File: config.mk
export PLATFORM = sky130hd
export DESIGN_NAME = psf_front_flat
export DESIGN_NICKNAME = d
export VERILOG_FILES = /design/src/rtl/psf_pkg.sv /design/src/rtl/psf_if.sv /design/src/rtl/psf_front.sv /design/src/flat_wrapper.sv
export SDC_FILE = /design/constraint.sdc
export NUM_CORES = 1
export LEC_CHECK = 0
export ABC_AREA = 1
export BUFFER_PORTS_ARGS = -buffer_cell sky130_fd_sc_hd__buf_4
export CAP_MARGIN = 20
export CORE_MARGIN = 8
export CORE_UTILIZATION = 40
export DETAILED_ROUTE_END_ITERATION = 7
export GPL_TIMING_DRIVEN = 0
export PLACE_DENSITY_LB_ADDON = 0.1
export SLEW_MARGIN = 20
export SYNTH_ARGS = -nofsm -noshare
export SYNTH_HDL_FRONTEND = slang
export SYNTH_SLANG_ARGS = --single-unit
export TNS_END_PERCENT = 100
File: constraint.sdc
create_clock -name vclk -period 7.2
set_input_delay 1.44 -clock vclk [all_inputs]
set_output_delay 1.44 -clock vclk [all_outputs]
set_load 0.1 [all_outputs]
File: src/rtl/psf_pkg.sv
// shared constants, command codes and the queued operation type
package psf_pkg;

  // default geometry
  localparam int DEF_SCREEN_WIDTH  = 480;
  localparam int DEF_SCREEN_HEIGHT = 272;
  localparam int DEF_POINT_SIZE    = 16;
  localparam int DEF_QUEUE_DEPTH   = 2;

  // upper bounds of the geometry, they size the queued fields
  localparam int MAX_POINT_SIZE    = 64;
  localparam int MAX_SCREEN_HEIGHT = 1024;
  localparam int MAX_ROW_BYTES     = 256;

  localparam int ROWS_W  = $clog2(MAX_POINT_SIZE);
  localparam int BYTES_W = $clog2((MAX_POINT_SIZE + 2) / 4 + 1);
  localparam int OFS_W   = $clog2(MAX_SCREEN_HEIGHT * MAX_ROW_BYTES);
  localparam int COLOR_W = 2;

  // configuration reset values
  localparam logic [COLOR_W-1:0] FG_COLOR_RST   = 2'd1;
  localparam logic [COLOR_W-1:0] FILL_COLOR_RST = 2'd0;

  typedef enum logic [1:0] {
    CMD_DRAW = 2'd0,
    CMD_FILL = 2'd1,
    CMD_SWAP = 2'd2,
    CMD_READ = 2'd3
  } psf_cmd_e;

  typedef enum logic {
    CFG_FG = 1'b0,
    CFG_BG = 1'b1
  } psf_cfg_e;

  // one classified command, as handed from front to back
  typedef struct packed {
    psf_cmd_e            cmd;
    logic                buf_sel;     // buffer of a read
    logic                active;      // draw not fully clipped, read in range
    logic [OFS_W-1:0]    offset;      // row * row_bytes + byte within a buffer
    logic [ROWS_W-1:0]   rows_m1;     // drawn rows minus one
    logic [BYTES_W-1:0]  bytes_m1;    // drawn bytes per row minus one
    logic [3:0]          first_mask;  // pixels covered in the leftmost byte
    logic [3:0]          last_mask;   // pixels covered in the rightmost byte
  } psf_op_t;

endpackage

File: src/rtl/psf_if.sv
// valid/ready channel interfaces for commands and results
interface psf_in_if;
  logic       valid;
  logic       ready;
  logic [1:0] command;
  logic [8:0] x_position;
  logic [8:0] y_position;
  logic       buffer_select;
  logic [8:0] read_row;
  logic [6:0] byte_column;

  modport source (
    output valid, command, x_position, y_position, buffer_select, read_row, byte_column,
    input  ready
  );
  modport sink (
    input  valid, command, x_position, y_position, buffer_select, read_row, byte_column,
    output ready
  );
endinterface


File: src/rtl/psf_front.sv
// command front end: accepts commands and works out clipping, masks and offsets
module psf_front #(
  parameter int SCREEN_WIDTH  = psf_pkg::DEF_SCREEN_WIDTH,
  parameter int SCREEN_HEIGHT = psf_pkg::DEF_SCREEN_HEIGHT,
  parameter int POINT_SIZE    = psf_pkg::DEF_POINT_SIZE
) (
  psf_in_if.sink           cmd_i,
  input  logic             queue_ready_i,
  input  logic             clear_active_i,
  output psf_pkg::psf_op_t op_o,
  output logic             op_valid_o
);

  localparam int RowBytes = SCREEN_WIDTH / 4;
  localparam int PixCols  = RowBytes * 4;
  localparam int Span     = POINT_SIZE - 1;

  logic [9:0] x_end, x_last, y_end, y_last;
  logic [8:0] row_sel;
  logic [6:0] col_sel;
  logic       is_read, draw_on, read_on;

  // no transaction while the clearing pass runs or the queue is full
  assign cmd_i.ready = queue_ready_i && !clear_active_i;
  assign op_valid_o  = cmd_i.valid && cmd_i.ready;

  // square extent clipped to the screen
  always_comb begin
    x_end  = {1'b0, cmd_i.x_position} + 10'(Span);
    y_end  = {1'b0, cmd_i.y_position} + 10'(Span);
    x_last = (x_end > 10'(PixCols - 1)) ? 10'(PixCols - 1) : x_end;
    y_last = (y_end > 10'(SCREEN_HEIGHT - 1)) ? 10'(SCREEN_HEIGHT - 1) : y_end;
    draw_on = (cmd_i.x_position < PixCols) && (cmd_i.y_position < SCREEN_HEIGHT);
    read_on = (cmd_i.read_row < SCREEN_HEIGHT) && (cmd_i.byte_column < RowBytes);
  end

  // classified operation with its byte offset inside a buffer
  always_comb begin
    is_read = (psf_pkg::psf_cmd_e'(cmd_i.command) == psf_pkg::CMD_READ);
    row_sel = is_read ? cmd_i.read_row : cmd_i.y_position;
    col_sel = is_read ? cmd_i.byte_column : cmd_i.x_position[8:2];

    op_o.cmd        = psf_pkg::psf_cmd_e'(cmd_i.command);
    op_o.buf_sel    = cmd_i.buffer_select;
    op_o.active     = is_read ? read_on : draw_on;
    op_o.offset     = psf_pkg::OFS_W'(row_sel) * psf_pkg::OFS_W'(RowBytes)
                    + psf_pkg::OFS_W'(col_sel);
    op_o.rows_m1    = psf_pkg::ROWS_W'(y_last - {1'b0, cmd_i.y_position});
    op_o.bytes_m1   = psf_pkg::BYTES_W'(x_last[9:2] - {1'b0, cmd_i.x_position[8:2]});
    op_o.first_mask = 4'b1111 << cmd_i.x_position[1:0];
    op_o.last_mask  = 4'b1111 >> (2'd3 - x_last[1:0]);
  end

endmodule

File: src/flat_wrapper.sv
// flat-port wrapper written by rule: the top's interface ports become plain ports
module psf_front_flat 
#(
  parameter int SCREEN_WIDTH  = psf_pkg::DEF_SCREEN_WIDTH,
  parameter int SCREEN_HEIGHT = psf_pkg::DEF_SCREEN_HEIGHT,
  parameter int POINT_SIZE    = psf_pkg::DEF_POINT_SIZE
)
  (queue_ready_i, clear_active_i, op_o, op_valid_o, cmd_i_valid, cmd_i_command, cmd_i_x_position, cmd_i_y_position, cmd_i_buffer_select, cmd_i_read_row, cmd_i_byte_column, cmd_i_ready);
  psf_in_if cmd_i_i ();
  input  logic queue_ready_i;
  input  logic clear_active_i;
  output psf_pkg::psf_op_t op_o;
  output logic op_valid_o;
  input wire logic [$bits(cmd_i_i.valid)-1:0] cmd_i_valid;
  input wire logic [$bits(cmd_i_i.command)-1:0] cmd_i_command;
  input wire logic [$bits(cmd_i_i.x_position)-1:0] cmd_i_x_position;
  input wire logic [$bits(cmd_i_i.y_position)-1:0] cmd_i_y_position;
  input wire logic [$bits(cmd_i_i.buffer_select)-1:0] cmd_i_buffer_select;
  input wire logic [$bits(cmd_i_i.read_row)-1:0] cmd_i_read_row;
  input wire logic [$bits(cmd_i_i.byte_column)-1:0] cmd_i_byte_column;
  output wire logic [$bits(cmd_i_i.ready)-1:0] cmd_i_ready;
  assign cmd_i_i.valid = cmd_i_valid;
  assign cmd_i_i.command = cmd_i_command;
  assign cmd_i_i.x_position = cmd_i_x_position;
  assign cmd_i_i.y_position = cmd_i_y_position;
  assign cmd_i_i.buffer_select = cmd_i_buffer_select;
  assign cmd_i_i.read_row = cmd_i_read_row;
  assign cmd_i_i.byte_column = cmd_i_byte_column;
  assign cmd_i_ready = cmd_i_i.ready;
  psf_front #(.SCREEN_WIDTH(SCREEN_WIDTH), .SCREEN_HEIGHT(SCREEN_HEIGHT), .POINT_SIZE(POINT_SIZE)) u_core (.cmd_i(cmd_i_i), .queue_ready_i(queue_ready_i), .clear_active_i(clear_active_i), .op_o(op_o), .op_valid_o(op_valid_o));
endmodule
# After elaboration in Yosys (flattened, before gate mapping)

Index checks and enable logic that the tools add are counted.

$mul: 1
Shift-type cells: 2
Reductions and logical operators: 5
Add/subtract/negate cells: 6
Muxes and demuxes: 5
$lt $le $gt $ge: 6
Equality and inequality tests: 1

Operators by type and width:

| cell                                                                  | number |
|---|---|
| 9-bit < comparator, second input constant                             | 3 |
| 9-bit by 4-bit adder with 10-bit output, second input constant        | 2 |
| 10-bit by 9-bit > comparator with 1-bit output, second input constant | 2 |
| 16-bit by 7-bit adder with 17-bit output                              | 1 |
| 7-bit two-way mux                                                     | 2 |
| 9-bit by 4-bit multiplier with 13-bit output, second input constant   | 1 |
| 9-bit two-way mux                                                     | 1 |
| 7-bit < comparator, second input constant                             | 1 |
| 6-bit two-way mux                                                     | 1 |
| 6-bit subtractor                                                      | 1 |
| 5-bit subtractor                                                      | 1 |
| 1-bit logical AND                                                     | 4 |
| 4-bit by 2-bit << shifter with 4-bit output, first input constant     | 1 |
| 4-bit by 2-bit right shift with 4-bit output, first input constant    | 1 |
| 2-bit == test, second input constant                                  | 1 |
| 2-bit subtractor, first input constant                                | 1 |
| 1-bit zero test                                                       | 1 |
| 1-bit two-way mux                                                     | 1 |

Bits in registers: 0
Word-level logic and storage cells: 26
Input port bits: 40
Output and inout bits: 43

# Logic depth before layout (Yosys ltp)

Depth after elaboration: 5
Depth in mapped cells: 25
Mapped depth without buffers: 25

# Worst setup path before layout

OpenSTA, ideal clock, no wires.

Path kind: input port to output port
From: input port cmd_i_command[0]
To: output port op_o[35] (netlist name)
Buffers on the path: 2
Data arrival time: 6.702 ns
Required time: 5.760 ns
Stages: 15
Slack: -0.942 ns
Cell sequence: nand2_2 > buf_1 > clkbuf_1 > o21ai_0 > fa_1 > fa_1 > inv_1 > ha_1 > nand2_1 > nor3_1 > nand3_1 > nand3_1 > xor2_1 > inv_1 > nor3_1

RTL lines:

| element     | RTL line           | text |
|---|---|---|
| from (decl) | flat_wrapper.sv:15 | `input wire logic [$bits(cmd_i_i.command)-1:0] cmd_i_command;` |
| to (decl)   | flat_wrapper.sv:12 | `output psf_pkg::psf_op_t op_o;` |

==> flow_summary.toml <==
[outcome]
result_of_the_run = "finished clean"

[timing]
maxClockFrequency_ghz = 0.147
timing.slew.headroom = 0.635
timing_worst_slew_pin_value_ns = 0.544
final_min_period_over_clock_period = 0.944
slew_viol_final = 0
hold_violation_total_from_the_final_report = 0
min_hold_slack_ns = 3.21
totalNegativeSetupSlack_ns = 0
rsz0062_at_grt = "false"
finish_stage_setup_viols = 0
fin_crit_ns = 6.80

[cells_and_area]
area_growth_syn_to_layout_pct = 31.4
final.clkbuf_count = 0
fillers = 647
layout-drive-gt1-share = 0.254
final-seq-area_um2 = 0
finalNonFillerCells = 579
final_nets = 584
antenna_cells_inserted = 0
area_of_the_multi_input_gates_mm2 = 0.00212
count_of_flip_flops_and_latches = 0

[yosys]
synth_simple_gate_area_frac = 0.396
synth-warning-count = 0
ys_seq_area_frac = 0
synth_xor_xnor_area_share = 0.107
post_synth_inst_count = 425
dominant_combinational_cell_family_by_area_after_synthesis = "simple AND/OR/NAND/NOR gates"
area_share_of_fa_ha_maj_cells_after_synthesis = 0.229
syn_avg_cell_area_um2 = 5.75
multiplexer_share_of_the_synthesized_area = 0
unique_masters_post_synth = 41
complex_gate_fraction_of_the_synthesized_area = 0.100
post_synth_instance_area_mm2 = 0.00244

[global_route]
maximum_number_of_pins_on_one_net_before_global_route_repair = 11
grt_usage = 0.148
first_global_vias = 2746
grt_first_pass_wirelength_um = 11400
grt_antenna_before_repair = 0
overflow = 0

[hold_path]
worst_hold_path_type = "input port to output pin"
hold_path_depth = 2
hold_path_startpoint = "cmd_i_buffer_select"
hold-path-endpoint = "op_o[38]"

[critical_path]
critical_path.startpoint_type = "input port"
most_frequent_cell_on_the_critical_path = "sky130_fd_sc_hd__nand2_1"
end_kind = "output pin"
path_buf_inv = 8
timing.critical_path.slowest_stage_cell = "sky130_fd_sc_hd__fa_1"
worstPathMaxFanout = 10
path_delay_family = "buffers and inverters"
cpPeakStageDelay_ns = 0.49
path_class = "input port to output pin"
data_required_time_at_the_worst_endpoint_ns = 5.76
arrival_ns = 5.36
critical_path.cell_chain = "buf_4 > nand2_2 > clkbuf_2 > clkbuf_2 > nand2_1 > o21ai_2 > inv_1 > ha_1 > inv_1 > fa_1 > inv_1 > ha_1 > nand2_1 > nand2_1 > o21bai_1 > a21oi_1 > xor2_2 > inv_1 > nand2_1 > nor2_1 > nand3_1 > nand2_1 > nand2_1 > buf_4"

[run]
max_cap_viol_count = 0

[drt]
detail_route.iter0.violations = 64
drt-total-wl_um = 6490
vias = 2738
routed_via_density = 4.73
detail-route-antenna-nets = 0
post-route-drc-count = 0
routed_wire_length_per_instance_um = 11.2
firstDrtPassIters = 4

[floorplanning]
pin_count = 83
die_height_um = 94.2
floorplan.die_area_mm2 = 0.00887
core_area_mm2 = 0.00592
core.rowCount = 28
dieWidth_um = 94.2
floorplan.initialDensity = 0.413

[placement]
gpl.final_weighted_congestion = 0.884
io_buffers = 78
dp_hpwl_um = 5950
placed_cells_incl_taps = 579
[through the flow]
step / cell area (um2) / setup WS, ns / util
after floorplan: 2500 / -0.101 / -
after global placement: 3180 / -0.171 / 0.537
after detailed placement: 3180 / -0.233 / 0.537
after CTS: 3180 / 0.0270 / 0.537
after global routing: 3210 / 0.0118 / 0.542
final: 3210 / 0.400 / 0.542
[synthesized netlist by cell type (2+ instances only)]
cell                         n  area [um2]
sky130_fd_sc_hd__or2_2       2        12.5
sky130_fd_sc_hd__a41oi_1     2        17.5
sky130_fd_sc_hd__inv_2       2        7.51
sky130_fd_sc_hd__nand2_1   121         454
sky130_fd_sc_hd__nand3_2     3        30.0
sky130_fd_sc_hd__nor2_2      5        31.3
sky130_fd_sc_hd__nand4_1     7        43.8
sky130_fd_sc_hd__a21oi_1    12        60.1
sky130_fd_sc_hd__xnor2_1     6        52.6
sky130_fd_sc_hd__o21ai_1     3        15.0
sky130_fd_sc_hd__nand2_2     7        43.8
sky130_fd_sc_hd__ha_1       28         350
sky130_fd_sc_hd__fa_1       10         200
sky130_fd_sc_hd__o21ai_0    20         100
sky130_fd_sc_hd__nor2_1     22        82.6
sky130_fd_sc_hd__xor2_1     20         175
sky130_fd_sc_hd__conb_1      2        7.51
sky130_fd_sc_hd__inv_1      86         323
sky130_fd_sc_hd__nand3b_1    3        22.5
sky130_fd_sc_hd__nand3_1    31         155
sky130_fd_sc_hd__buf_4       7        52.6
sky130_fd_sc_hd__nor3_1      6        30.0
sky130_fd_sc_hd__nand2_4     2        22.5
[placed cells by master (no fill, tap or decap), types with 3 or more instances in the layout]
master                     netlist  layout
sky130_fd_sc_hd__xor2_2          1       7
sky130_fd_sc_hd__xor2_1         20      14
sky130_fd_sc_hd__fa_1           10      10
sky130_fd_sc_hd__conb_1          2       3
sky130_fd_sc_hd__nand3b_1        3       3
sky130_fd_sc_hd__nand2_1       121     121
sky130_fd_sc_hd__ha_1           28      28
sky130_fd_sc_hd__o21ai_2         0       5
sky130_fd_sc_hd__nand2_2         7       7
sky130_fd_sc_hd__nor2_2          5       6
sky130_fd_sc_hd__nand3_2         3       3
sky130_fd_sc_hd__a21oi_1        12      12
sky130_fd_sc_hd__nor2_1         22      21
sky130_fd_sc_hd__o21ai_1         3       4
sky130_fd_sc_hd__inv_1          86      86
sky130_fd_sc_hd__nor3_1          6       5
sky130_fd_sc_hd__buf_4           7      84
sky130_fd_sc_hd__xnor2_1         6       5
sky130_fd_sc_hd__nand3_1        31      31
sky130_fd_sc_hd__nand4_1         7       7
sky130_fd_sc_hd__o21ai_0        20      14
[kinds of logic after synthesis]
family	after synthesis
AND/OR/NAND/NOR	214
buffers and inverters	98
AO/OA/AOI/OAI	44
adder cells (fa/ha/maj)	39
XOR/XNOR	28
other	2
[metal layers]
layer  GRT usage  wire length (um)  vias to the layer above
met5           0                 0                        -
met4     0.00528                21                        0
met3      0.0544               606                        2
met2       0.265              3030                       64
met1       0.171              2830                     1202
li1            -                 -                     1470
[how the worst max path moves through the flow]
stage                startpoint       end  slack, ns  depth (start not counted)
2_1_floorplan  cmd_i_command[0]  op_o[35]      -0.10                         15
3_3_place_gp   cmd_i_command[0]  op_o[34]      -0.17                         23
3_5_place_dp   cmd_i_command[0]  op_o[34]      -0.23                         23
4_1_cts        cmd_i_command[0]  op_o[32]       0.03                         22
5_1_grt        cmd_i_command[0]  op_o[32]       0.01                         22
6_report       cmd_i_command[0]  op_o[34]       0.40                         24
[layout make-up]
| type | count | area share |
|---|---|---|
| buffer | 10 | 0.0230 |
| multi-input combinational | 328 | 0.661 |
| timing repair buffer | 78 | 0.183 |
| inverter | 88 | 0.103 |
| tap | 75 | 0.0292 |
[what timing repair did]
| action | in CTS | in global routing |
|---|---|---|
| pin swaps | 0 | 0 |
| endpoints found under the setup margin | 6 | 6 |
| hold buffers | 0 | 0 |
| resized for setup | 6 | 9 |
| setup buffers | 0 | 0 |
| gates cloned | 0 | 0 |
Power is left out: the tool's default activity adds up to more than one toggle a clock period on the data nets, which glitch-free logic cannot reach.
