==> src/rtl/psf_pkg.sv <==
// shared constants, command codes and the queued operation type
package psf_pkg;

  // default geometry
  localparam int DEF_SCREEN_WIDTH  = 480;
  localparam int DEF_SCREEN_HEIGHT = 272;
  localparam int DEF_POINT_SIZE    = 16;
  localparam int DEF_QUEUE_DEPTH   = 2;

  // upper bounds of the geometry, they size the queued fields
  localparam int MAX_POINT_SIZE    = 64;
  localparam int MAX_SCREEN_HEIGHT = 1024;
  localparam int MAX_ROW_BYTES     = 256;

  localparam int ROWS_W  = $clog2(MAX_POINT_SIZE);
  localparam int BYTES_W = $clog2((MAX_POINT_SIZE + 2) / 4 + 1);
  localparam int OFS_W   = $clog2(MAX_SCREEN_HEIGHT * MAX_ROW_BYTES);
  localparam int COLOR_W = 2;

  // configuration reset values
  localparam logic [COLOR_W-1:0] FG_COLOR_RST   = 2'd1;
  localparam logic [COLOR_W-1:0] FILL_COLOR_RST = 2'd0;

  typedef enum logic [1:0] {
    CMD_DRAW = 2'd0,
    CMD_FILL = 2'd1,
    CMD_SWAP = 2'd2,
    CMD_READ = 2'd3
  } psf_cmd_e;

  typedef enum logic {
    CFG_FG = 1'b0,
    CFG_BG = 1'b1
  } psf_cfg_e;

  // one classified command, as handed from front to back
  typedef struct packed {
    psf_cmd_e            cmd;
    logic                buf_sel;     // buffer of a read
    logic                active;      // draw not fully clipped, read in range
    logic [OFS_W-1:0]    offset;      // row * row_bytes + byte within a buffer
    logic [ROWS_W-1:0]   rows_m1;     // drawn rows minus one
    logic [BYTES_W-1:0]  bytes_m1;    // drawn bytes per row minus one
    logic [3:0]          first_mask;  // pixels covered in the leftmost byte
    logic [3:0]          last_mask;   // pixels covered in the rightmost byte
  } psf_op_t;

endpackage

==> src/rtl/psf_queue.sv <==
// small queue of classified operations between front and back
module psf_queue #(
  parameter int DEPTH = psf_pkg::DEF_QUEUE_DEPTH
) (
  input  logic             clk_i,
  input  logic             rst_ni,
  input  psf_pkg::psf_op_t push_data_i,
  input  logic             push_valid_i,
  output logic             push_ready_o,
  output psf_pkg::psf_op_t pop_data_o,
  output logic             pop_valid_o,
  input  logic             pop_ready_i
);

  localparam int PtrW = $clog2(DEPTH);
  localparam int CntW = $clog2(DEPTH + 1);

  psf_pkg::psf_op_t entry_q [DEPTH];
  logic [PtrW-1:0]  wr_ptr_q, wr_ptr_d, rd_ptr_q, rd_ptr_d;
  logic [CntW-1:0]  count_q, count_d;
  logic             push, pop;

  assign push_ready_o = (count_q != CntW'(DEPTH));
  assign pop_valid_o  = (count_q != '0);
  assign pop_data_o   = entry_q[rd_ptr_q];
  assign push         = push_valid_i && push_ready_o;
  assign pop          = pop_valid_o && pop_ready_i;

  // pointer and fill count update
  always_comb begin
    wr_ptr_d = wr_ptr_q;
    rd_ptr_d = rd_ptr_q;
    count_d  = count_q;
    if (push) begin
      wr_ptr_d = (wr_ptr_q == PtrW'(DEPTH - 1)) ? '0 : wr_ptr_q + 1'b1;
    end
    if (pop) begin
      rd_ptr_d = (rd_ptr_q == PtrW'(DEPTH - 1)) ? '0 : rd_ptr_q + 1'b1;
    end
    if (push && !pop) begin
      count_d = count_q + 1'b1;
    end else if (pop && !push) begin
      count_d = count_q - 1'b1;
    end
  end

  always_ff @(posedge clk_i or negedge rst_ni) begin
    if (!rst_ni) begin
      wr_ptr_q <= '0;
      rd_ptr_q <= '0;
      count_q  <= '0;
    end else begin
      wr_ptr_q <= wr_ptr_d;
      rd_ptr_q <= rd_ptr_d;
      count_q  <= count_d;
    end
  end

  // entry storage
  always_ff @(posedge clk_i) begin
    if (push) begin
      entry_q[wr_ptr_q] <= push_data_i;
    end
  end

endmodule

==> config.mk <==
export PLATFORM = sky130hd
export DESIGN_NAME = psf_queue
export DESIGN_NICKNAME = d
export VERILOG_FILES = /design/src/rtl/psf_pkg.sv /design/src/rtl/psf_queue.sv
export SDC_FILE = /design/constraint.sdc
export NUM_CORES = 1
export LEC_CHECK = 0
export ABC_AREA = 1
export BUFFER_PORTS_ARGS = -buffer_cell sky130_fd_sc_hd__buf_2
export CORE_MARGIN = 2
export CORE_UTILIZATION = 52
export CTS_CLUSTER_DIAMETER = 200
export DETAILED_ROUTE_END_ITERATION = 7
export GPL_TIMING_DRIVEN = 0
export PLACE_DENSITY_LB_ADDON = 0.12
export SYNTH_ARGS = -nofsm -noshare
export SYNTH_HDL_FRONTEND = slang
export SYNTH_SLANG_ARGS = --single-unit
==> constraint.sdc <==
create_clock -name clk_i -period 3.03 [get_ports clk_i]
set_input_delay 0.4545 -clock clk_i [delete_from_list [all_inputs] [get_ports clk_i]]
set_output_delay 0.4545 -clock clk_i [all_outputs]
set_load 0.03 [all_outputs]
# After elaboration in Yosys (flattened, before gate mapping)
# Memory sizes are Yosys's and may differ from the RTL's.
# Index checks and enable logic that the tools add are counted.
[classes]
add_sub_neg = 4
mul = 0
div = 0
n_lt_le_gt_ge = 0
eq_ne = 1
shifts = 0
mux = 6
bitwise = 0
reduce_logical = 8
[ops]
columns = ["cell", "count"]
rows = [
  ["logical AND 1 bit", 4],
  ["2-to-1 mux 1 bit", 4],
  ["2-to-1 mux 2 bit", 2],
  ["nonzero test 2 bit", 2],
  ["adder 1 bit, second input constant", 2],
  ["adder 2 x 1 -> 2 bit, second input constant", 1],
  ["zero test 1 bit", 2],
  ["inequality test 2 bit, second input constant", 1],
  ["subtractor 2 x 1 -> 2 bit, second input constant", 1],
]
[totals]
ff_bits = 4
latchBits = 0
mem_bits_rw = 82
romBits = 0
elab_cells = 23
memories = 1
[mem_list]
columns = ["name", "words", "word_bits", "rd", "rd_ports_with_merged_regs", "write_ports", "line_no", "rtl"]
rows = [
  ["entry_q", 2, 41, 1, 0, 1, "psf_queue.sv:18", "psf_pkg::psf_op_t entry_q [DEPTH];"],
]

# Longest topological paths before layout
# Gate-level depths: netlist of the first run.
[depth]
word_depth = 6
ltp_mapped = 10
mapped_depth_nobuf = 10

# Worst setup path before layout of the first run
# Ideal clock, no wire load.
[synth_path]
kind = "register to register"
from = "register count_q[0]"
to = "memory entry_q[0][0] (netlist name) (enable)"
setup_time_ps = 439
t_arrival_ps = 2373
path_slack_ps = 218
stages_incl_launch_ff = 5
path_cell_list = "dfrtp_1 -> inv_2 -> nand2_4 -> nand2_4 -> nor2_1"
[synth_between]
elab_chain_cells = 4
[synth_rtl]
columns = ["element", "line_no", "rtl"]
rows = [
  ["start, declared", "psf_queue.sv:20", "logic [CntW-1:0] count_q, count_d;"],
  ["start signal, assigned", "psf_queue.sv:55", "count_q <= count_d;"],
  ["inequality test 2 bit", "psf_queue.sv:23", "assign push_ready_o = (count_q != CntW'(DEPTH));"],
  ["via push_ready_o", "psf_queue.sv:9", "output logic push_ready_o,"],
  ["logical AND 1 bit", "psf_queue.sv:26", "assign push = push_valid_i && push_ready_o;"],
  ["2-to-1 mux 1 bit", "psf_queue.sv:61", "if (push) begin"],
  ["2-to-1 mux 1 bit (implied by the code)", "psf_queue.sv:62", "entry_q[wr_ptr_q] <= push_data_i;"],
  ["end, declared", "psf_queue.sv:18", ""],
]
# The timed path passes the listed nets, and every way through them passes these cells.

==> flow_summary.toml, run 1 <==
[setup_path]
start_kind = "flop"
endpoint_kind = "output pin"
r2r_slack_ns = 1.34
path_max_fanout = 10
path_class = "reg -> out"
arrival_ns = 1.39
rr_startpoint = "count_q[0]$_DFFE_PN0P_"
worstRegToRegCells = 5
cp.required_ns = 2.58
r2r-end = "entry_q[1][3]$_DFFE_PP_"

[route]
antenna_left = 0
dr_total_vias = 1988
vias_per_cell = 4.667
drt_pass1_iterations = 4
routed_wl_um = 5477
initialDrtViolationCount = 141
avgRoutedWirePerCell_um = 12.86
drc = 0

[floorplan]
rows = 29
io_pins = 88
fp.dieW_um = 84.11
die_area_mm2 = 0.007074
die_h_um = 84.11
start_util_pct = 53.16
core_area_mm2 = 0.006277

[logic_synthesis]
synth_mux_area_share_pct = 0
ys_types = 17
async_reset_ff_share_pct = 4.651
syn_nets = 289
syn_area_mm2 = 0.003337
synth-simple-area-share_pct = 17.47
synth_fa_ha_area_share_pct = 0.3750
synth.avg_cell_area_um2 = 13.73
synthCells = 243
synth_top_family_by_area = "simple AND/OR/NAND/NOR gates"
seq_area_frac_synth_pct = 76.79
synth_xor_area_share_pct = 0.7499
yosys_warnings = 0
ys_dominant_reg_cell = "edfxtp_1"
synth_compound_area_share_pct = 0
synth_seq_cells = 86
synth_edf_count = 82

[min_path]
hold_end = "entry_q[1][33]$_DFFE_PP_"
hold_start = "push_data_i[33]"
hp-class = "in -> reg"
min_path_cells = 1

[placed_design]
place_hpwl_um = 3621
portBuffers = 87
place_ws_ns = 1.289
place_congestion = 0.6678
post_dp_cell_area_mm2 = 0.003939

[grt]
grt_pass1_vias = 1944
grt-ovfl-total = 0
grt_usage_pct = 16.36
grt_pass1_wl_um = 8866
antenna_found_initial = 0
grt_max_degree = 23

[sta]
max_slew.worst_pin.slew_ns = 0.6497
drv_slew = 0
post-route-period-util_pct = 60.81
post-route-min-period_ns = 1.843
rsz0062_at_grt = "false"
finClkSkew_ns = 0.004837
slew_headroom_pct = 56.58
hold_violations = 0
setup_violations = 0
fin_ws_ns = 1.187
fmax_ghz = 0.5427

[pwr]
switchingPower_mw = 1.788
p_total_mw = 4.396
switching_share_pct = 40.68
share_comb_of_total_power_pct = 44.3
power.leakage_nw = 1.807
power_frac_seq_pct = 38.8
powerDensity_mw_per_mm2 = 1064
internal_power_mw = 2.607
vdd_drop_max_uv = 524.8
p_clk_share_pct = 16.9

[clock_network]
cts.path.max_buffers = 2
cts-resized-gates = 0
htree_num_levels = 3
tritoncts = "done"
cts_num_sinks = 86
path_clk_slew_ns = 0.08
numCtsBuffers = 9
clk-insertion-delay-late_ns = 0.33
ctsRootBufferMaster = "clkbuf_8"

[outcome]
status = "complete, no violations"

[cells_and_area]
nNetsFinal = 390
diodes = 0
drive_gt1_share_pct = 39.54
finish.utilization_pct = 65.80
stdcell_area_mm2 = 0.004130
syn_to_final_growth_pct = 23.77

[job]
cap_viol_max_count = 0
-- state kept, by name, indices dropped and copies added, names as in the netlist --
register,flops
rd_ptr_q,1
entry_q,82
count_q,2
wr_ptr_q,1
-- cells in the mapped netlist (2+ instances only) --
cell type,number,area [um^2]
nand2_1,113,424.2
nand2_4,2,22.52
nor2_1,2,7.510
dfrtp_1,4,100.1
nand2_2,18,112.6
edfxtp_1,82,2462
inv_2,2,7.510
buf_6,4,45.04
clkbuf_8,4,55.05
nand3_1,2,10.01
inv_1,4,15.01
-- cells by family after synthesis --
logic type,count (synthesis)
adder cells (fa/ha/maj),1
AND/OR/NAND/NOR,138
XOR/XNOR,2
flip-flops,86
buffers and inverters,16
-- layer usage --
metal  GRT usage [%]  wire length [um]  part of all wire [%]  vias to the layer above
li1                -                 -                     -                     1019
met1           19.40              2297                    42                      894
met2           27.99              2724                    50                       63
met3           4.253               346                   6.3                       12
met4           7.625               108                   2.0                        0
met5               0                 0                     0                        -
-- worst max path at each step --
stage / end / slack [ns] / start / depth (start not counted)
after floorplan: entry_q[0][0]$_DFFE_PP_ / 0.22 / count_q[0]$_DFFE_PN0P_ / 4
after global placement: entry_q[1][22]$_DFFE_PP_ / -0.70 / push_valid_i / 3
after detailed placement: entry_q[0][22]$_DFFE_PP_ / 1.29 / push_valid_i / 4
after CTS: pop_data_o[23] / 1.16 / rd_ptr_q$_DFFE_PN0P_ / 6
after global routing: pop_data_o[5] / 1.09 / rd_ptr_q$_DFFE_PN0P_ / 6
final: pop_data_o[2] / 1.19 / rd_ptr_q$_DFFE_PN0P_ / 6
-- metrics by stage --
stage	hold slack, ns	setup TNS [ns]	cells
finish	0.3050	0	426
CTS	0.2889	0	426
floorplan	0.1589	0	243
global route	0.2860	0	426
global placement	0.2662	-57.55	407
detailed placement	0.2674	0	409
-- power by group through the flow --
stage               clock, mW  sequential [mW]  combinational (mW)
floorplan                   0             1.73                1.40
global placement            0             1.75                1.88
detailed placement          0             1.73                1.97
CTS                     0.764             1.71                1.98
global route            0.809             1.73                2.11
finish                  0.744             1.71                1.95
-- cell type report --
cell class / instances / area, um^2
clock buffers: 11 / 131.4
clock inverters: 5 / 50.05
plain buffers: 9 / 120.1
repair buffers: 90 / 500.5
multi-input cells: 141 / 635.6
flip-flops and latches: 86 / 2562
inverters: 7 / 33.78
well taps: 77 / 96.34
fillers: 484 / 2147
-- layout by cell type (no fill, tap or decap), drive strengths merged --
cell,instances
buf,94
bufinv,1
clkbuf,15
clkinv,4
dfrtp,4
dlygate4sd3,1
edfxtp,82
ha,1
inv,7
nand2,133
nand3,2
nand4,1
nor2,2
xnor2,1
xor2,1
-- critical path, stage by stage, from the launching register on --
cell     delay [ns]
dfrtp_1        0.38
buf_6          0.14
inv_8          0.08
buf_6          0.14
nand2_1        0.05
nand2_1        0.07
buf_2          0.19
-- repair_timing --
action,CTS,global route
hold buffers,1,0
setup buffers,0,0
endpoints found under the hold margin,4,0
Power figures use the tool's default switching activity.
==> run 2, diff against run 1 <==
--- a/config.mk
+++ b/config.mk
@@ -5,7 +5,7 @@
 export SDC_FILE = /design/constraint.sdc
 export NUM_CORES = 1
 export LEC_CHECK = 0
-export ABC_AREA = 1
+export ABC_AREA = 0
 export BUFFER_PORTS_ARGS = -buffer_cell sky130_fd_sc_hd__buf_2
 export CORE_MARGIN = 2
 export CORE_UTILIZATION = 52
==> constraint.sdc (replaced) <==
create_clock -name clk_i -period 1.8 [get_ports clk_i]
set_input_delay 0.27 -clock clk_i [delete_from_list [all_inputs] [get_ports clk_i]]
set_output_delay 0.27 -clock clk_i [all_outputs]
set_load 0.03 [all_outputs]
==> flow_summary.toml, run 2 <==
[setup_path]
arrival_ns = 1.47
cpPeakStageDelay_ns = 0.38
path_class = "reg -> out"
start_kind = "flop"
crit_path_top_delay_cell = "dfrtp_1"
cp.required_ns = 1.53
path_max_fanout = 10
endpoint_kind = "output pin"
crit_chain = "buf_6 -> buf_12 -> mux2_4 -> buf_4"

[grt]
grt_pass1_vias = 1640
antenna_found_initial = 0
grt_max_degree = 42
grt_pass1_wl_um = 7845
grt-ovfl-total = 0
grt_usage_pct = 14.83

[min_path]
hp-class = "in -> reg"

[pwr]
powerDensity_mw_per_mm2 = 1800
power.leakage_nw = 1.735
p_total_mw = 7.710
vdd_drop_max_uv = 1109

[logic_synthesis]
synth.top_cell.area_share_pct = 73.38
synth.area.top_cells = "edfxtp_1, mux2_4, dfrtp_1, buf_12, xnor2_1"
synthCells = 146
ys_dominant_reg_cell = "edfxtp_1"
synth.avg_cell_area_um2 = 22.98
yosys_warnings = 0
syn_nets = 192
async_reset_ff_share_pct = 4.651
synthMostInstantiatedCell = "edfxtp_1"
synth_edf_count = 82
synth.top_cells.by_count = "edfxtp_1, mux2_4, buf_12, dfrtp_1, xnor2_1"
ys_types = 15
synth_seq_cells = 86
syn_area_mm2 = 0.003356
synth.largest_area_cell = "edfxtp_1"
seq_area_frac_synth_pct = 76.36

[sta]
max_slew.worst_pin.slew_ns = 0.6779
hold_violations = 0
drv_slew = 0
slew_headroom_pct = 54.70
post-route-min-period_ns = 1.744
fin_tns_setup_ns = 0
setup_violations = 0
fmax_ghz = 0.5733
post-route-period-util_pct = 96.90
finClkSkew_ns = 0.005133

[route]
initialDrtViolationCount = 82
routed_wl_um = 5044
drt_pass1_iterations = 4
avgRoutedWirePerCell_um = 15.33
antenna_left = 0
drc = 0
vias_per_cell = 4.891
dr_total_vias = 1609

[cells_and_area]
largest_registers = "entry_q x82, count_q x2"
syn_to_final_growth_pct = 27.63
diodes = 0
fillers = 450
largest_reg_flops = 82
multi_input_area_um2 = 732.0
layout_commonest_cell = "edfxtp_1"
drive_gt1_share_pct = 61.11
nNetsFinal = 293
seq_area_mm2 = 0.002562
regMostFlops = "entry_q"
layout_common_cells = "edfxtp_1, buf_2, mux2_4"

[outcome]
status = "complete, no violations"

[floorplan]
die_h_um = 84.33
core_area_mm2 = 0.006277
io_pins = 88
die_area_mm2 = 0.007112
fp.dieW_um = 84.33
start_util_pct = 53.46
rows = 29

[clock_network]
htree_num_levels = 3
ctsRootBufferMaster = "clkbuf_8"
numCtsBuffers = 9
cts_num_sinks = 86
tritoncts = "done"
path_clk_slew_ns = 0.08
clk-insertion-delay-late_ns = 0.33
cts.path.max_buffers = 2

[placed_design]
place_hpwl_um = 3093
portBuffers = 87
place_congestion = 0.6883

[job]
cap_viol_max_count = 0
[run 2: cell families (layout without fill, tap and decap cells)]
| kind of cell | after synthesis | count (layout) | share of synthesized area [%] |
|---|---|---|---|
| simple gates | 7 | 8 | 1.007 |
| flops | 86 | 86 | 76.36 |
| buf+inv | 6 | 111 | 2.834 |
| xor+xnor | 5 | 5 | 1.305 |
| mux | 41 | 41 | 18.12 |
| fa+ha+maj | 1 | 1 | 0.3728 |
[run 2: final cells by class]
| type | instances | area share, % |
|---|---|---|
| flip-flops and latches | 86 | 59.83 |
| multi-input cells | 55 | 17.09 |
| repair buffers | 89 | 13.64 |
| clock buffers | 9 | 2.892 |
| well taps | 77 | 2.249 |
| plain buffers | 5 | 2.133 |
| clock inverters | 7 | 2.074 |
| inverters | 1 | 0.08764 |
[run 2: metrics by stage]
| stage | instances | hold slack (ns) | cell area, um^2 | setup slack [ns] | utilization, % |
|---|---|---|---|---|---|
| after global placement | 310 | 0.08267 | 3904 | -0.2696 | 62.19 |
| final | 329 | 0.1163 | 4283 | 0.05583 | 68.23 |
| after floorplan | 146 | -0.02559 | 3372 | 0.02332 | - |
| after CTS | 328 | 0.1012 | 4141 | 0.007696 | 65.98 |
| after global routing | 329 | 0.09548 | 4283 | -0.005525 | 68.23 |
| after detailed placement | 310 | 0.08394 | 3904 | -0.2742 | 62.19 |
[run 2: worst max-delay path: cells and delay by family (launching register included)]
kind,cells,cell delay [ns]
buffers and inverters,3,0.47
multiplexers,1,0.29
flip-flops,1,0.38
[run 2: per-layer routing]
layer | GRT usage [%] | share of wire (%) | routed length, um
met2 | 24.60 | 52 | 2612
met5 | 0 | 0 | 0
met1 | 17.44 | 40 | 2011
met4 | 5.628 | 1.1 | 57
met3 | 6.096 | 7.2 | 362
[run 2: path summary, 6_finish.rpt]
kind                                         from                        to  slack [ns]  cells after the start
setup / recovery             rd_ptr_q$_DFFE_PN0P_            pop_data_o[27]        0.06                      4
hold / removal                    push_data_i[26]  entry_q[1][26]$_DFFE_PP_        0.12                      1
setup reg to reg           count_q[0]$_DFFE_PN0P_   entry_q[0][3]$_DFFE_PP_        0.17                      3
hold reg to reg            count_q[1]$_DFFE_PN0P_    count_q[1]$_DFFE_PN0P_        0.54                      1
max in group asynchronous                  rst_ni      wr_ptr_q$_DFFE_PN0P_        1.40                      2
min in group asynchronous                  rst_ni    count_q[1]$_DFFE_PN0P_        0.28                      2
[run 2: power by group]
part | switching (mW) | internal (mW)
Clock | 0.634 | 0.772
Combinational | 1.83 | 1.58
Sequential | 0.150 | 2.74
[run 2: what timing repair did]
item | 4_1_cts | 5_1_grt
endpoints found under the setup margin | 82 | 79
cloned | 1 | 0
buffers inserted | 0 | 1
pin swaps | 1 | 1
resized for setup | 2 | 80
endpoints found under the hold margin | 4 | 0
hold buffers | 1 | 0
==> run 3, diff against run 2 <==
--- a/config.mk
+++ b/config.mk
@@ -8,7 +8,7 @@
 export ABC_AREA = 0
 export BUFFER_PORTS_ARGS = -buffer_cell sky130_fd_sc_hd__buf_2
 export CORE_MARGIN = 2
-export CORE_UTILIZATION = 52
+export CORE_UTILIZATION = 56
 export CTS_CLUSTER_DIAMETER = 200
 export DETAILED_ROUTE_END_ITERATION = 7
 export GPL_TIMING_DRIVEN = 0
==> constraint.sdc (replaced) <==
create_clock -name clk_i -period 2.3 [get_ports clk_i]
set_input_delay 0.345 -clock clk_i [delete_from_list [all_inputs] [get_ports clk_i]]
set_output_delay 0.345 -clock clk_i [all_outputs]
set_load 0.03 [all_outputs]
==> flow_summary.toml, run 3 (synthesis gave the netlist of run 2 again) <==
[outcome]
status = "complete, no violations"

[clock_network]
clk-insertion-delay-late_ns = 0.34
numCtsBuffers = 9
tritoncts = "done"
htree_num_levels = 3
cts-resized-gates = 0
cts_num_sinks = 86
ctsRootBufferMaster = "clkbuf_8"
cts.path.max_buffers = 2
path_clk_slew_ns = 0.08

[sta]
rsz0062_at_grt = "false"
post-route-period-util_pct = 86.99
slew_headroom_pct = 23.44
fmax_ghz = 0.4998
finClkSkew_ns = 0.01113
setup_violations = 0
hold_violations = 0
max_slew.worst_pin.slew_ns = 1.146
drv_slew = 0
post-route-min-period_ns = 2.001

[placed_design]
portBuffers = 87
place_hpwl_um = 3216
dp_cells = 309
place_congestion = 0.6471

[setup_path]
cp.required_ns = 2.25
arrival_ns = 1.95
path_max_fanout = 41
crit_family = "simple AND/OR/NAND/NOR gates"
start_kind = "flop"
crit_path_top_delay_cell = "nor2_4"
endpoint_kind = "flop"
crit_chain = "nand2b_1 -> nand2_1 -> nor2_4"
path_class = "reg -> reg"
worst-path-buf-inv = 0
cpPeakStageDelay_ns = 0.88

[floorplan]
fp.dieW_um = 81.41
io_pins = 88
start_util_pct = 57.36
die_h_um = 81.41
core_area_mm2 = 0.005851
die_area_mm2 = 0.006628
rows = 28

[grt]
grt_usage_pct = 15.42
grt_pass1_wl_um = 7217
grt_pass1_vias = 1590
antenna_found_initial = 0
grt-ovfl-total = 0
grt_max_degree = 42

[route]
vias_per_cell = 4.942
initialDrtViolationCount = 50
routed_wl_um = 4754
dr_total_vias = 1611
avgRoutedWirePerCell_um = 14.58
drc = 0
drt_pass1_iterations = 4
antenna_left = 0

[pwr]
powerDensity_mw_per_mm2 = 1367
p_total_mw = 5.622
power.leakage_nw = 1.682
vdd_drop_max_uv = 707.4

[min_path]
hp-class = "in -> reg"

[cells_and_area]
diodes = 0
finish.utilization_pct = 70.27
layout_common_cells = "buf_2, edfxtp_1, mux2_4"
regMostFlops = "entry_q"
final_cells = 326
largest_registers = "entry_q x82, count_q x2"
nNetsFinal = 292
syn_to_final_growth_pct = 22.52
largest_reg_flops = 82
drive_gt1_share_pct = 59.36
layout_commonest_cell = "buf_2"

[job]
cap_viol_max_count = 0
## run 3: changes by cell type in the layout (fill, tap and decap cells not counted), sizes merged
cell      delta
clkbuf       +1
nor2         -1
clkinvlp     -2
bufinv       -1
clkinv       +2
## run 3: per-layer routing
metal | track usage, % | wire length (um) | vias up | part of all wire (%)
met2 | 25.49 | 2489 | 60 | 52
met5 | 0 | 0 | - | 0
met4 | 8.136 | 89 | 0 | 1.9
li1 | - | - | 770 | -
met3 | 6.044 | 320 | 8 | 6.7
met1 | 17.27 | 1854 | 773 | 39
## run 3: final cells by class
class	count	area (um^2)
Buffer	5	91.34
Clock buffer	10	127.6
Clock inverter	6	52.55
Fill cell	370	1739
Inverter	1	3.754
Multi-Input combinational cell	54	706.9
Sequential cell	86	2562
Tap cell	75	93.84
Timing Repair Buffer	89	473.0
## run 3: where the power goes
group | total, mW | switching, mW | internal [mW]
registers | 2.25 | 0.105 | 2.15
logic | 2.41 | 1.38 | 1.03
clock network | 0.959 | 0.470 | 0.489
total | 5.62 | 1.95 | 3.67
## run 3: repair_timing
action                                 4_1_cts  5_1_grt
setup buffers                                0        0
hold buffers                                 1        0
endpoints found under the hold margin        4        0
## run 3: worst paths after layout
kind | slack (ns) | from | endpoint | cells after the start
setup / recovery | 0.30 | count_q[0]$_DFFE_PN0P_ | entry_q[0][20]$_DFFE_PP_ | 3
hold / removal | 0.19 | push_data_i[32] | entry_q[1][32]$_DFFE_PP_ | 1
setup reg to reg | 0.30 | count_q[0]$_DFFE_PN0P_ | entry_q[0][20]$_DFFE_PP_ | 3
hold reg to reg | 0.50 | count_q[1]$_DFFE_PN0P_ | count_q[1]$_DFFE_PN0P_ | 1
max in group asynchronous | 1.84 | rst_ni | rd_ptr_q$_DFFE_PN0P_ | 2
min in group asynchronous | 0.33 | rst_ni | wr_ptr_q$_DFFE_PN0P_ | 2
## run 3: per-stage QoR
stage                     setup slack (ns)  setup TNS (ns)  hold slack (ns)  cell area (um^2)
after floorplan                    0.08226               0          0.04941              3363
after global placement             -0.2101          -8.551           0.1530              3892
after detailed placement            0.2730               0           0.1523              3921
after CTS                           0.2610               0           0.1737              4111
after global routing                0.1100               0           0.1668              4111
final                               0.2992               0           0.1883              4111
